<file path="config.mk">
export PLATFORM = sky130hd
export DESIGN_NAME = noise_channel_lfsr_generator
export DESIGN_NICKNAME = d
export VERILOG_FILES = /design/src/rtl/nclg_pkg.sv /design/src/rtl/noise_channel_lfsr_generator.sv
export SDC_FILE = /design/constraint.sdc
export NUM_CORES = 1
export LEC_CHECK = 0
export ABC_AREA = 1
export ABC_CLOCK_PERIOD_IN_PS = 2650
export BUFFER_PORTS_ARGS = -buffer_cell sky130_fd_sc_hd__buf_4
export CAP_MARGIN = 10
export CORE_MARGIN = 3
export CORE_UTILIZATION = 57
export DETAILED_ROUTE_END_ITERATION = 16
export PLACE_DENSITY = 0.77
export SETUP_SLACK_MARGIN = 0.05
export SLEW_MARGIN = 0
export SYNTH_ARGS = -nofsm -noshare
export SYNTH_HDL_FRONTEND = slang
export SYNTH_SLANG_ARGS = --single-unit
</file>
<file path="constraint.sdc">
create_clock -name clk_i -period 2.65 [get_ports clk_i]
set_input_delay 0.265 -clock clk_i [delete_from_list [all_inputs] [get_ports clk_i]]
set_output_delay 0.265 -clock clk_i [all_outputs]
set_load 0.03 [all_outputs]
</file>
<file path="src/rtl/nclg_pkg.sv">
// Package for the noise channel generator: command and register codes,
// masks and reload constants. No dependencies.
package nclg_pkg;

  typedef enum logic [1:0] {
    CMD_TICK  = 2'd0,
    CMD_FRAME = 2'd1,
    CMD_WRITE = 2'd2,
    CMD_READ  = 2'd3
  } cmd_e;

  typedef enum logic [1:0] {
    REG_LENGTH   = 2'd0,
    REG_ENVELOPE = 2'd1,
    REG_POLY     = 2'd2,
    REG_CONTROL  = 2'd3
  } reg_sel_e;

  localparam logic [14:0] LFSR_WIDE_MASK   = 15'h4000;
  localparam logic [14:0] LFSR_NARROW_MASK = 15'h4040;
  localparam logic [6:0]  LEN_FULL         = 7'h40;
  localparam logic [6:0]  LEN_GLITCH       = 7'h3F;
  localparam logic [5:0]  LEN_LOAD_MASK    = 6'h3F;
  localparam logic [7:0]  ENV_DAC_MASK     = 8'hF8;
  localparam logic [7:0]  CTRL_READ_MASK   = 8'hBF;
  localparam logic [7:0]  WO_READ_VALUE    = 8'hFF;
  localparam logic [3:0]  VOL_MAX          = 4'hF;

endpackage

</file>
<file path="src/rtl/noise_channel_lfsr_generator.sv">
// Noise channel generator top level: 15/7-bit LFSR, period counter,
// envelope, length counter and register file. Depends on nclg_pkg.
//
// Usage: every input word is one command, tuser selects it: a 2 MHz tick,
// a frame-sequencer event, a register write (write_data in tdata) or a
// register read. Every command returns exactly one output word carrying the
// output level, the running flag and the read data (zero unless a read).
// Each accepted word goes into the input register, then through one pass of
// update logic into the result register.
// Throughput: one word per cycle while results are taken, set by the single
// update pass on the channel state; the next word sees all state left by the
// previous one. Reset clears all channel state and empties both registers;
// the tick phase starts at one. When the receiver stalls, the result is held
// and one more word is taken into the input register, after which
// s_axis_tready_o drops until the result is taken.
module noise_channel_lfsr_generator (
  input  logic        clk_i,
  input  logic        rst_ni,
  input  logic        s_axis_tvalid_i,
  output logic        s_axis_tready_o,
  input  logic [7:0]  s_axis_tdata_i,   // [7:0] write_data
  input  logic [3:0]  s_axis_tuser_i,   // [1:0] cmd, [3:2] reg_sel
  output logic        m_axis_tvalid_o,
  input  logic        m_axis_tready_i,
  output logic [15:0] m_axis_tdata_o    // [3:0] level, [4] active, [12:5] read_data, rest 0
);
  import nclg_pkg::*;

  // input register
  logic       in_valid_q, in_valid_d;
  cmd_e       in_cmd_q, in_cmd_d;
  reg_sel_e   in_sel_q, in_sel_d;
  logic [7:0] in_data_q, in_data_d;

  // result register
  logic       out_valid_q, out_valid_d;
  logic [3:0] out_lvl_q, out_lvl_d;
  logic       out_act_q, out_act_d;
  logic [7:0] out_rd_q, out_rd_d;

  // channel state
  logic [14:0] shift_q, shift_d;
  logic        narrow_q, narrow_d;
  logic [18:0] reload_q, reload_d;
  logic [20:0] period_q, period_d;
  logic [3:0]  volume_q, volume_d;
  logic [2:0]  env_cnt_q, env_cnt_d;
  logic [6:0]  len_cnt_q, len_cnt_d;
  logic        len_en_q, len_en_d;
  logic        running_q, running_d;
  logic [3:0]  level_q, level_d;
  logic        half_q, half_d;
  logic [1:0]  align_q, align_d;
  logic [2:0]  fstep_q, fstep_d;
  logic [7:0]  env_reg_q, env_reg_d;
  logic [7:0]  poly_reg_q, poly_reg_d;
  logic [7:0]  ctrl_reg_q, ctrl_reg_d;

  logic advance;
  logic step;

  assign advance         = !out_valid_q || m_axis_tready_i;
  assign step            = advance && in_valid_q;
  assign s_axis_tready_o = !in_valid_q || advance;
  assign m_axis_tvalid_o = out_valid_q;
  assign m_axis_tdata_o  = {3'd0, out_rd_q, out_act_q, out_lvl_q};

  always_comb begin
    in_valid_d = in_valid_q;
    in_cmd_d   = in_cmd_q;
    in_sel_d   = in_sel_q;
    in_data_d  = in_data_q;
    if (s_axis_tready_o) begin
      in_valid_d = s_axis_tvalid_i;
      in_cmd_d   = cmd_e'(s_axis_tuser_i[1:0]);
      in_sel_d   = reg_sel_e'(s_axis_tuser_i[3:2]);
      in_data_d  = s_axis_tdata_i;
    end
  end

  // channel update for the word in the input register
  always_comb begin
    logic        fb;
    logic [14:0] fb_mask;
    logic [14:0] shifted;
    logic [3:0]  div;
    logic [18:0] div_shl;
    logic [3:0]  trig_off;
    logic        trig;
    logic [7:0]  rd;

    shift_d    = shift_q;
    narrow_d   = narrow_q;
    reload_d   = reload_q;
    period_d   = period_q;
    volume_d   = volume_q;
    env_cnt_d  = env_cnt_q;
    len_cnt_d  = len_cnt_q;
    len_en_d   = len_en_q;
    running_d  = running_q;
    level_d    = level_q;
    half_d     = half_q;
    align_d    = align_q;
    fstep_d    = fstep_q;
    env_reg_d  = env_reg_q;
    poly_reg_d = poly_reg_q;
    ctrl_reg_d = ctrl_reg_q;
    rd         = 8'd0;
    fb         = shift_q[0] ~^ shift_q[1];
    fb_mask    = narrow_q ? LFSR_NARROW_MASK : LFSR_WIDE_MASK;
    shifted    = {1'b0, shift_q[14:1]};
    div        = (in_data_q[2:0] == 3'd0) ? 4'd1 : {in_data_q[2:0], 1'b0};
    div_shl    = {15'd0, div} << in_data_q[7:4];
    trig       = in_data_q[7];
    trig_off   = 4'd6 - {3'd0, half_q};
    if (poly_reg_q[2:0] != 3'd0 && !align_q[1]) begin
      if (poly_reg_q[2:0] == 3'd1) trig_off = trig_off + 4'd2;
      else                          trig_off = trig_off - 4'd2;
    end
    if (running_q) trig_off = trig_off + 4'd2;

    unique case (in_cmd_q)
      CMD_TICK: begin
        half_d  = !half_q;
        align_d = align_q + 2'd1;
        if (running_q) begin
          if (period_q == 21'd0) begin
            period_d = {reload_q, 2'b11};
            shift_d  = fb ? (shifted | fb_mask) : (shifted & ~fb_mask);
            level_d  = shift_d[0] ? volume_q : 4'd0;
          end else begin
            period_d = period_q - 21'd1;
          end
        end
      end
      CMD_FRAME: begin
        fstep_d = fstep_q + 3'd1;
        if (fstep_d == 3'd0 && env_cnt_q != 3'd0) begin
          env_cnt_d = env_cnt_q - 3'd1;
          if (env_cnt_d == 3'd0) begin
            if (env_reg_q[3] && volume_q < VOL_MAX)        volume_d = volume_q + 4'd1;
            else if (!env_reg_q[3] && volume_q != 4'd0)    volume_d = volume_q - 4'd1;
            env_cnt_d = env_reg_q[2:0];
            level_d   = shift_q[0] ? volume_d : 4'd0;
          end
        end
        if (fstep_d[0] && len_en_q && len_cnt_q != 7'd0) begin
          len_cnt_d = len_cnt_q - 7'd1;
          if (len_cnt_d == 7'd0) begin
            running_d = 1'b0;
            level_d   = 4'd0;
          end
        end
      end
      CMD_WRITE: begin
        unique case (in_sel_q)
          REG_LENGTH: len_cnt_d = LEN_FULL - {1'b0, in_data_q[5:0] & LEN_LOAD_MASK};
          REG_ENVELOPE: begin
            env_reg_d = in_data_q;
            if ((in_data_q & ENV_DAC_MASK) == 8'd0) begin
              level_d   = 4'd0;
              running_d = 1'b0;
            end
          end
          REG_POLY: begin
            poly_reg_d = in_data_q;
            narrow_d   = in_data_q[3];
            reload_d   = div_shl - 19'd1;
          end
          REG_CONTROL: begin
            ctrl_reg_d = in_data_q;
            if (trig) begin
              shift_d   = 15'd0;
              period_d  = {1'b0, reload_q, 1'b0} + {17'd0, trig_off};
              volume_d  = env_reg_q[7:4];
              env_cnt_d = env_reg_q[2:0];
              if ((env_reg_q & ENV_DAC_MASK) != 8'd0) running_d = 1'b1;
              if (len_cnt_q == 7'd0) begin
                len_cnt_d = LEN_FULL;
                len_en_d  = 1'b0;
              end
            end
            // enabling length in an odd frame step clocks it once
            if (in_data_q[6] && !len_en_d && fstep_q[0] && len_cnt_d != 7'd0) begin
              len_cnt_d = len_cnt_d - 7'd1;
              if (len_cnt_d == 7'd0) begin
                if (trig) begin
                  len_cnt_d = LEN_GLITCH;
                end else begin
                  level_d   = 4'd0;
                  running_d = 1'b0;
                end
              end
            end
            len_en_d = in_data_q[6];
          end
          default: ;
        endcase
      end
      CMD_READ: begin
        unique case (in_sel_q)
          REG_LENGTH:   rd = WO_READ_VALUE;
          REG_ENVELOPE: rd = env_reg_q;
          REG_POLY:     rd = poly_reg_q;
          REG_CONTROL:  rd = ctrl_reg_q | CTRL_READ_MASK;
          default:      rd = 8'd0;
        endcase
      end
      default: ;
    endcase

    out_valid_d = out_valid_q;
    out_lvl_d   = out_lvl_q;
    out_act_d   = out_act_q;
    out_rd_d    = out_rd_q;
    if (advance) begin
      out_valid_d = in_valid_q;
      out_lvl_d   = level_d;
      out_act_d   = running_d;
      out_rd_d    = rd;
    end
  end

  always_ff @(posedge clk_i or negedge rst_ni) begin
    if (!rst_ni) begin
      in_valid_q  <= 1'b0;
      out_valid_q <= 1'b0;
      shift_q     <= 15'd0;
      narrow_q    <= 1'b0;
      reload_q    <= 19'd0;
      period_q    <= 21'd0;
      volume_q    <= 4'd0;
      env_cnt_q   <= 3'd0;
      len_cnt_q   <= 7'd0;
      len_en_q    <= 1'b0;
      running_q   <= 1'b0;
      level_q     <= 4'd0;
      half_q      <= 1'b1;
      align_q     <= 2'd0;
      fstep_q     <= 3'd0;
      env_reg_q   <= 8'd0;
      poly_reg_q  <= 8'd0;
      ctrl_reg_q  <= 8'd0;
    end else begin
      in_valid_q  <= in_valid_d;
      out_valid_q <= out_valid_d;
      if (step) begin
        shift_q    <= shift_d;
        narrow_q   <= narrow_d;
        reload_q   <= reload_d;
        period_q   <= period_d;
        volume_q   <= volume_d;
        env_cnt_q  <= env_cnt_d;
        len_cnt_q  <= len_cnt_d;
        len_en_q   <= len_en_d;
        running_q  <= running_d;
        level_q    <= level_d;
        half_q     <= half_d;
        align_q    <= align_d;
        fstep_q    <= fstep_d;
        env_reg_q  <= env_reg_d;
        poly_reg_q <= poly_reg_d;
        ctrl_reg_q <= ctrl_reg_d;
      end
    end
  end

  always_ff @(posedge clk_i) begin
    in_cmd_q  <= in_cmd_d;
    in_sel_q  <= in_sel_d;
    in_data_q <= in_data_d;
    out_lvl_q <= out_lvl_d;
    out_act_q <= out_act_d;
    out_rd_q  <= out_rd_d;
  end

`ifndef NO_ASSERTIONS
  a_stall_only_full: assert property (@(posedge clk_i) disable iff (!rst_ni)
    !s_axis_tready_o |-> (in_valid_q && out_valid_q && !m_axis_tready_i))
    else $error("input stalled while pipeline not full");

  a_len_range: assert property (@(posedge clk_i) disable iff (!rst_ni)
    len_cnt_q <= LEN_FULL)
    else $error("length counter above full scale");

  a_period_reload: assert property (@(posedge clk_i) disable iff (!rst_ni)
    (step && in_cmd_q == CMD_TICK && running_q && period_q == 21'd0)
    |=> period_q == {$past(reload_q), 2'b11})
    else $error("period counter not reloaded on expiry");

  a_trigger_clears_lfsr: assert property (@(posedge clk_i) disable iff (!rst_ni)
    (step && in_cmd_q == CMD_WRITE && in_sel_q == REG_CONTROL && in_data_q[7])
    |=> shift_q == 15'd0)
    else $error("trigger did not clear the shift register");

  a_frozen_when_stopped: assert property (@(posedge clk_i) disable iff (!rst_ni)
    (step && in_cmd_q == CMD_TICK && !running_q) |=> $stable(period_q) && $stable(shift_q))
    else $error("stopped channel advanced its period or shift register");
`endif

endmodule

</file>
==> flow_summary.toml, run 1 <==
[placement]
hpwl_mm = 15.5
place_ws_ps = -7.43
gp_congestion = 0.924
io_buffer_count = 30
placed_area_sq_um = 8830
place_inst = 1359

[routing]
wl_per_cell_um = 15.7
avgViaCountPerCell = 5.75
drtIter0Drc = 699
drt_wl_total_mm = 22.1
drcViolationCount = 0
dr.pass1.iters = 5
postRouteAntennaNets = 0
vias = 8087

[clocking]
cts_made_buffers = 17
cts_tree = "done"
clock_sinks = 124
cts_buffer_depth = 2
cts_max_level = 4
cts-root-buf = "clkbuf_16"
worstSkewPairLatency_ps = 430
clk_pin_slew_ps = 60

[sta]
clock_skew_ps = 12.0
min_period_ps = 2660
hold_violations = 0
period_share_pct = 100
finalSetupViolations = 2
clock.fmax_ghz = 0.376
slew_headroom_pct = 52.9
rsz0062_at_grt = "yes"
tightestPinTransition_ps = 706
finalMaxSlewViolations = 0
setup_slack_ps = -8.33
fin_setup_tns_ps = -16.3

[global_routing]
grt.met1_usage_pct = 39.1
grt_antenna_before_repair = 0
grt_pass1_wl_mm = 36.5
grt_max_degree = 54
use_met3_pct = 6.35
track_usage_pct = 27.9
gr-max-usage-layer = "met2"
grt_pass1_vias = 7556
overflow = 0
use_met2_pct = 42.9

[synthesis]
yosys.area.top_type = "dfrtp_1"
synth_xor_area_share_pct = 3.24
synthesis.area_sq_um = 8370
synth-compound-area-share_pct = 14.4
yosys-top-cells-count = "338 x nand2_1, 115 x inv_1, 109 x nand3_1"
yosysUniqueCellTypes = 58
synthSimpleGateAreaFrac_pct = 31.3
synth.top_cells.by_area = "dfrtp_1 29%, nand2_1 15%, edfxtp_1 9.0%"
async_reset_ff_share_pct = 79.8
yosysWarnings = 0
synth_top_family_by_area = "simple AND/OR/NAND/NOR gates"
synth_enable_flop_cells = 25
synthCells = 1165
seq_area_frac_synth_pct = 38.6
yosysTopAreaCellShare_pct = 29.3
yosysMostFrequentCell = "nand2_1"
synthMuxAreaShare_pct = 0.269
syn_avg_cell_area_sq_um = 7.19
ys_seq_elements = 124
synth_flop_cell = "dfrtp_1"
synth_adder_area_share_pct = 4.27

[worst_hold_path]
min_from = "s_axis_tdata_i[3]"
hp-class = "input port to register"
holdPathStages = 1
hold_end = "in_data_q[3]"

[critical_path]
r2r_setup_slack_ps = -8
rr_startpoint = "poly_reg_q[1]"
r2r_cells = 18
r2r_end = "period_q[17]"
cp.required_ps = 2970
end_kind = "register"
critical_path_arrival_ps = 2970
start_kind = "register"
cp_max_fo = 4
path_class = "register to register"

[floorplanning]
die_area_sq_um = 16200
pin_count = 34
core-area_sq_um = 14100
initial_core_util_pct = 59.4
rows = 43
die_w_um = 127
die_h_um = 127

[layout]
diodes = 0
area.growth.synth_to_final_pct = 15.7
post-route-cell-area_sq_um = 9690
fillers = 1147
fin_cells = 1407
nets = 1258
drive_gt1_share_pct = 14.0

[run_status]
status = "complete, but fails checks"
violations = "setup timing"

[pwr]
ir_worst_vdd_v = 0.000610
design_power_total_mw = 9.33
p_per_area_nw_per_um2 = 962
p_leak_nw = 4.76

[flow_run]
cap_violations = 0
-- logic make-up after synthesis --
| group | count (synthesis) |
|---|---|
| AO/OA/AOI/OAI | 208 |
| XOR/XNOR | 31 |
| adder cells (fa/ha/maj) | 28 |
| buffers and inverters | 164 |
| flip-flops | 124 |
| multiplexers | 2 |
| other | 1 |
| AND/OR/NAND/NOR | 607 |
-- registers in the layout (all words and copies together) (netlist names), 3 cells and up --
name and cells:
poly_reg_q 8, fstep_q 3, env_cnt_q 3, out_rd_q 8, period_q 21, level_q 4
reload_q 19, len_cnt_q 7, shift_q 15, in_data_q 8, env_reg_q 8, out_lvl_q 4
volume_q 4
-- cell usage in the layout, fill, tap and decap left out, types with 4 or more instances in the layout --
master / netlist / final
a21boi_1: 5 / 5
buf_4: 5 / 69
nand2_2: 2 / 13
nand3_2: 1 / 6
inv_1: 115 / 112
o21ai_0: 89 / 84
xor2_1: 24 / 23
xnor2_1: 7 / 7
nor3_1: 9 / 7
edfxtp_1: 25 / 25
a31oi_1: 18 / 18
nor4_1: 4 / 4
clkinv_2: 0 / 4
nor2_1: 98 / 90
nand2_1: 338 / 327
nor2_2: 4 / 9
inv_2: 2 / 4
dfrtp_1: 98 / 98
clkbuf_16: 0 / 17
a221o_1: 5 / 5
o211ai_1: 18 / 18
ha_1: 27 / 22
o21ai_1: 11 / 15
nand4_1: 26 / 26
o22ai_1: 6 / 6
nor2_4: 2 / 5
nand3_1: 109 / 103
o21ai_2: 5 / 6
a21oi_1: 41 / 40
-- worst max-delay path, stage by stage (launching register included) --
cell     delay (ps)
dfrtp_1         410
nor2_2          160
nand2_2          90
nand2_2          90
nand2_2          60
nand2_2          90
xor2_2          140
ha_2            220
fa_2            200
nand2_1          70
nand2_2          70
nand3_2          90
nor2_2          180
nand3_2         140
nor2_4          160
and3_1          150
o21ai_1          60
nand2_1          80
o21ai_1          60
-- metrics by stage --
stage	hold slack, ps	util [%]
after floorplan	-30.6	-
after global placement	360	62.6
after detailed placement	352	62.6
after CTS	1.57	66.9
after global routing	1.61	68.7
final	7.27	68.7
-- layer usage --
layer  vias to the layer above  share of wire (%)
met5                         -                  0
met1                      3765                 45
met4                         0                2.3
met2                       298                 46
li1                       3969                  -
met3                        55                6.7
-- timing repair --
action	CTS	global route
setup endpoints to repair	4	42
resized for setup	5	45
endpoints found under the hold margin	49	0
hold buffers	1	0
pin swaps	1	23
buffers inserted	0	15
-- power breakdown --
part           leakage [nW]  internal (mW)  switching (mW)
Sequential             1.50           2.61           0.727
Combinational          2.99           1.46            2.28
Clock                 0.276           1.34           0.912
Total                  4.76           5.41            3.92
-- cell type report --
| class | instances | area, sq um | share of cell area (%) |
|---|---|---|---|
| clock buffer | 19 | 453 | 4.67 |
| clock inverter | 13 | 115 | 1.19 |
| inverter | 120 | 454 | 4.69 |
| multi-input combinational | 879 | 4650 | 48.0 |
| sequential | 124 | 3230 | 33.3 |
| tap | 180 | 225 | 2.32 |
| timing repair buffer | 72 | 559 | 5.77 |
-- how the worst max path moves through the flow --
stage,depth (start not counted),from,to
finish,18,poly_reg_q[1],period_q[17]
global route,18,poly_reg_q[1],period_q[17]
CTS,18,poly_reg_q[2],period_q[17]
detailed placement,18,poly_reg_q[2],period_q[17]
global placement,15,half_q,period_q[17]
floorplan,15,running_q,period_q[17]
(Power assumes the default switching activity.)
==> inputs of run 2 (changes only) <==
--- a/config.mk
+++ b/config.mk
@@ -9,10 +9,11 @@
 export ABC_CLOCK_PERIOD_IN_PS = 2650
 export BUFFER_PORTS_ARGS = -buffer_cell sky130_fd_sc_hd__buf_4
 export CAP_MARGIN = 10
+export CORE_ASPECT_RATIO = 2
 export CORE_MARGIN = 3
 export CORE_UTILIZATION = 57
 export DETAILED_ROUTE_END_ITERATION = 16
-export PLACE_DENSITY = 0.77
+export PLACE_DENSITY_LB_ADDON = 0.25
 export SETUP_SLACK_MARGIN = 0.05
 export SLEW_MARGIN = 0
 export SYNTH_ARGS = -nofsm -noshare
==> flow_summary.toml, run 2 (synthesized netlist as in run 1, its figures left out) <==
[sta]
finalMaxSlewViolations = 0
setup_slack_ps = -29.1
clock.fmax_ghz = 0.373
rsz0062_at_grt = "yes"
finalSetupViolations = 1
min_period_ps = 2680
period_share_pct = 101
clock_skew_ps = 9.22
hold_violations = 0
tightestPinTransition_ps = 733
slew_headroom_pct = 51.0

[pwr]
p_per_area_nw_per_um2 = 981
power_frac_clock_pct = 24.6
switchingPower_mw = 3.96
ir_worst_vdd_v = 0.000615
switching_share_pct = 41.4
p_seq_share_pct = 35.2
p_int_mw = 5.62
p_leak_nw = 4.81
p_comb_share_pct = 40.3

[routing]
wl_per_cell_um = 16.4
vias = 8202
drcViolationCount = 0
avgViaCountPerCell = 5.75
postRouteAntennaNets = 0
dr.pass1.iters = 6
drtIter0Drc = 504
drt_wl_total_mm = 23.3

[critical_path]
path_class = "register to register"
path_cells = "nor2_2 > nand2_2 > nand2_2 > nand2_2 > nand2_2 > xor2_1 > ha_2 > fa_2 > nand2_2 > nand2_2 > nand3_2 > nor2_2 > nand3_2 > buf_4 > o21ai_0 > a21o_1 > nand3_1 > nand2_1"
critical_path.top_delay_family = "simple AND/OR/NAND/NOR gates"
critical_path_arrival_ps = 3040
r2r_cells = 18
r2r_end = "period_q[13]"
cp.required_ps = 3010
rr_startpoint = "poly_reg_q[1]"
path_common_cell = "nand2_2"
r2r_setup_slack_ps = -30
slowest_delay_ps = 410
end_kind = "register"
cp_slowest_cell = "dfrtp_1"
cp_max_fo = 4
cp_num_buf_inv = 1
start_kind = "register"

[layout]
reg_top3 = "period_q x21, reload_q x19, shift_q x15"
final_common_cell = "nand2_1"
area.growth.synth_to_final_pct = 16.7
drive_gt1_share_pct = 13.9
largest_reg_flops = 21
nets = 1265
final_core_utilization_pct = 68.1
diodes = 0
final_cell_mix = "326 x nand2_1, 112 x inv_1, 104 x nand3_1"
largest-register = "period_q"

[clocking]
cts-root-buf = "clkbuf_16"
worstSkewPairLatency_ps = 420
clk_pin_slew_ps = 60
cts_max_level = 4
clock_sinks = 124
cts_made_buffers = 17
cts_tree = "done"
cts_buffer_depth = 2

[worst_hold_path]
hold_end = "in_sel_q[0]"
min_from = "s_axis_tuser_i[2]"
holdPathStages = 1
hp-class = "input port to register"

[run_status]
violations = "setup timing"
status = "complete, but fails checks"

[global_routing]
grt.met1_usage_pct = 28.7
gr-max-usage-layer = "met2"
grt_antenna_before_repair = 0
grt_pass1_wl_mm = 37.8
overflow = 0
grt_max_degree = 53
track_usage_pct = 29.4
grt_pass1_vias = 7920
use_met3_pct = 4.45
use_met2_pct = 56.3

[flow_run]
cap_violations = 0

[floorplanning]
pin_count = 34
rows = 62
die_w_um = 91.7
core-area_sq_um = 14400
initial_core_util_pct = 58.3
die_h_um = 177
die_area_sq_um = 16300

[placement]
place_ws_ps = -36.8
gp_congestion = 0.998
hpwl_mm = 17.7
io_buffer_count = 30
-- run 2: cell type report --
type                       count  area (sq um)
multi-input combinational    879          4640
fill                        1213          4580
sequential                   124          3230
timing repair buffer          79           608
inverter                     120           453
clock buffer                  17           425
tap                          192           240
clock inverter                15           171
-- run 2: stage by stage --
stage | power (mW) | hold WS, ps | instances | instance area (sq um) | setup TNS, ps
floorplan | 5.78 | -30.6 | 1167 | 8380 | 0
global placement | 6.79 | 337 | 1384 | 8940 | 0
detailed placement | 6.89 | 343 | 1384 | 8940 | -36.8
CTS | 9.31 | 9.67 | 1419 | 9580 | 0
global route | 10.3 | 10.8 | 1426 | 9770 | -778
finish | 9.58 | 17.2 | 1426 | 9770 | -29.1
-- run 2: how the worst max path moves through the flow --
stage | start | slack [ps] | depth (start not counted) | end
final | poly_reg_q[1] | -30 | 18 | period_q[13]
after CTS | half_q | 40 | 15 | period_q[12]
after detailed placement | half_q | -40 | 15 | period_q[17]
after global placement | half_q | 60 | 15 | period_q[17]
after floorplan | running_q | 150 | 15 | period_q[17]
after global routing | poly_reg_q[1] | -200 | 18 | period_q[13]
-- run 2: power groups by stage --
stage	logic (mW)	clock network [mW]	registers, mW
after floorplan	2.59	0	3.19
after global placement	3.46	0	3.33
after detailed placement	3.54	0	3.35
after CTS	3.61	2.37	3.33
after global routing	4.38	2.47	3.44
final	3.86	2.35	3.37
-- run 2: metal layers --
layer | vias up | wire length [um]
li1 | 3982 | -
met2 | 314 | 12900
met5 | - | 0
met4 | 0 | 1460
met1 | 3793 | 7910
met3 | 113 | 1020
-- run 2: what timing repair did --
action                     in CTS  in global routing
buffers inserted                2                  7
pin swaps                       3                 17
hold buffers                    1                  0
resized for setup               8                 36
setup endpoints to repair       6                 45
hold endpoints to repair       48                  0
==> inputs of run 3 (changes only) <==
--- a/config.mk
+++ b/config.mk
@@ -13,7 +13,7 @@
 export CORE_MARGIN = 3
 export CORE_UTILIZATION = 57
 export DETAILED_ROUTE_END_ITERATION = 16
-export PLACE_DENSITY_LB_ADDON = 0.25
+export PLACE_DENSITY_LB_ADDON = 0.2
 export SETUP_SLACK_MARGIN = 0.05
 export SLEW_MARGIN = 0
 export SYNTH_ARGS = -nofsm -noshare
==> flow_summary.toml, run 3 (synthesized netlist as in run 1, its figures left out) <==
[layout]
final-seq-area_sq_um = 3230
final_common_cell = "nand2_1"
area.growth.synth_to_final_pct = 17.3
drive_gt1_share_pct = 14.5
largest-register = "period_q"
diodes = 0
nets = 1266
fillers = 1213
multiInputGateArea_sq_um = 4650
final_cell_mix = "327 x nand2_1, 112 x inv_1, 103 x nand3_1"
largest_reg_flops = 21
reg_top3 = "period_q x21, reload_q x19, shift_q x15"

[global_routing]
overflow = 0
track_usage_pct = 29.4
grt_antenna_before_repair = 0
grt_pass1_vias = 8047
grt_max_degree = 67
grt_pass1_wl_mm = 37.7

[pwr]
switching_share_pct = 40.9
ir_worst_vdd_v = 0.000612
p_comb_share_pct = 39.6
p_leak_nw = 4.84
power_frac_clock_pct = 25.5
design_power_total_mw = 9.60
switchingPower_mw = 3.93
p_per_area_nw_per_um2 = 978
p_seq_share_pct = 34.9
p_int_mw = 5.68

[floorplanning]
initial_core_util_pct = 58.3
core-area_sq_um = 14400
die_h_um = 177
pin_count = 34
die_w_um = 91.7
rows = 62
die_area_sq_um = 16300

[clocking]
cts_made_buffers = 17
cts_tree = "done"
clk_pin_slew_ps = 60
worstSkewPairLatency_ps = 420
clock_sinks = 124
cts_buffer_depth = 2
cts_max_level = 4
cts-root-buf = "clkbuf_16"

[sta]
finalSetupViolations = 0
tightestPinTransition_ps = 665
period_share_pct = 96.4
finalMaxSlewViolations = 0
rsz0062_at_grt = "yes"
hold_violations = 0
clock_skew_ps = 8.00
clock.fmax_ghz = 0.391
fin_setup_tns_ps = 0
slew_headroom_pct = 55.5
min_period_ps = 2560

[worst_hold_path]
holdPathStages = 1
hold_end = "in_sel_q[1]"
min_from = "s_axis_tuser_i[3]"
hp-class = "input port to register"

[critical_path]
rr_startpoint = "poly_reg_q[2]"
slowest_delay_ps = 410
r2r_setup_slack_ps = 90
critical_path.top_delay_family = "simple AND/OR/NAND/NOR gates"
critical_path_arrival_ps = 2870
path_class = "register to register"
end_kind = "register"
path_common_cell = "nand2_2"
cp_slowest_cell = "dfrtp_1"
path_cells = "nor2_2 > nand2_2 > nand2_2 > nand2_2 > nand2_2 > xor2_1 > ha_2 > fa_2 > nand2_2 > nand2_2 > nand3_2 > nor2_2 > nand3_2 > nor2_4 > and3_1 > o21ai_1 > nand2_1 > o21ai_1"
cp_max_fo = 4
cp.required_ps = 2960
start_kind = "register"
r2r_end = "period_q[17]"
r2r_cells = 18
cp.depth = 18
cp_num_buf_inv = 0

[routing]
postRouteAntennaNets = 0
wl_per_cell_um = 16.3
drtIter0Drc = 467
avgViaCountPerCell = 5.74
drt_wl_total_mm = 23.2
dr.pass1.iters = 5
vias = 8185
drcViolationCount = 0

[placement]
hpwl_mm = 17.4
io_buffer_count = 30
gp_congestion = 0.960

[flow_run]
cap_violations = 0

[run_status]
status = "complete, no violations"
==> run 3: changes by cell type in the layout (fill, tap and decap cells not counted), sizes merged <==
| cell | change |
|---|---|
| buf | +1 |
| bufinv | +1 |
| clkinv | +1 |
| clkinvlp | -1 |
| inv | -1 |
==> run 3: worst max-delay path by stage <==
stage                        from      endpoint  slack, ps
floorplan               running_q  period_q[17]        150
global placement           half_q  period_q[17]         60
detailed placement  poly_reg_q[2]  period_q[17]        -30
CTS                 poly_reg_q[1]  period_q[20]         50
global route        poly_reg_q[2]  period_q[17]       -110
finish              poly_reg_q[2]  period_q[17]         90
==> run 3: worst register-to-register path: cells and delay by family, from the launching register on <==
kind                       cells  cell delay, ps
and+or+nand+nor               13            1320
adders and majority gates      2             450
DFF                            1             410
xor gates and xnor gates       1             150
AOI/OAI and AO/OA              2             130
==> run 3: final cells by class <==
cell class | instances | area share, %
flip-flops and latches | 124 | 32.9
multi-input cells | 879 | 47.3
inverters | 120 | 4.61
repair buffers | 80 | 6.40
clock buffers | 17 | 4.33
clock inverters | 15 | 2.00
well taps | 192 | 2.45
==> run 3: stage by stage <==
step / instances / worst slack [ps] / cell area (sq um) / hold WS, ps / util [%]
after floorplan: 1167 / 148 / 8380 / -30.6 / -
after global placement: 1385 / 63.1 / 8960 / 250 / 62.4
after detailed placement: 1385 / -25.2 / 8960 / 250 / 62.4
after CTS: 1418 / 51.4 / 9620 / 10.2 / 67.0
after global routing: 1427 / -107 / 9820 / 8.12 / 68.4
final: 1427 / 94.9 / 9820 / 19.9 / 68.4
==> run 3: power by group through the flow <==
stage               Sequential [mW]  Combinational (mW)  Clock [mW]
global placement               3.33                3.46           0
floorplan                      3.19                2.59           0
detailed placement             3.35                3.53           0
CTS                            3.33                3.59        2.47
finish                         3.35                3.80        2.45
global route                   3.44                4.32        2.55
==> run 3: metal layers <==
layer / vias to the layer above / wire length, um / track usage (%)
met3: 124 / 906 / 4.50
met4: 0 / 1770 / 21.5
met2: 294 / 12600 / 54.8
li1: 3987 / - / -
met1: 3780 / 7950 / 28.7
met5: - / 0 / 0
==> run 3: timing repair <==
item,in CTS,in global routing
resized for setup,6,46
cloned,0,0
setup buffers,0,9
setup endpoints to repair,8,45
endpoints found under the hold margin,33,0
hold buffers,1,0
pin swaps,5,19
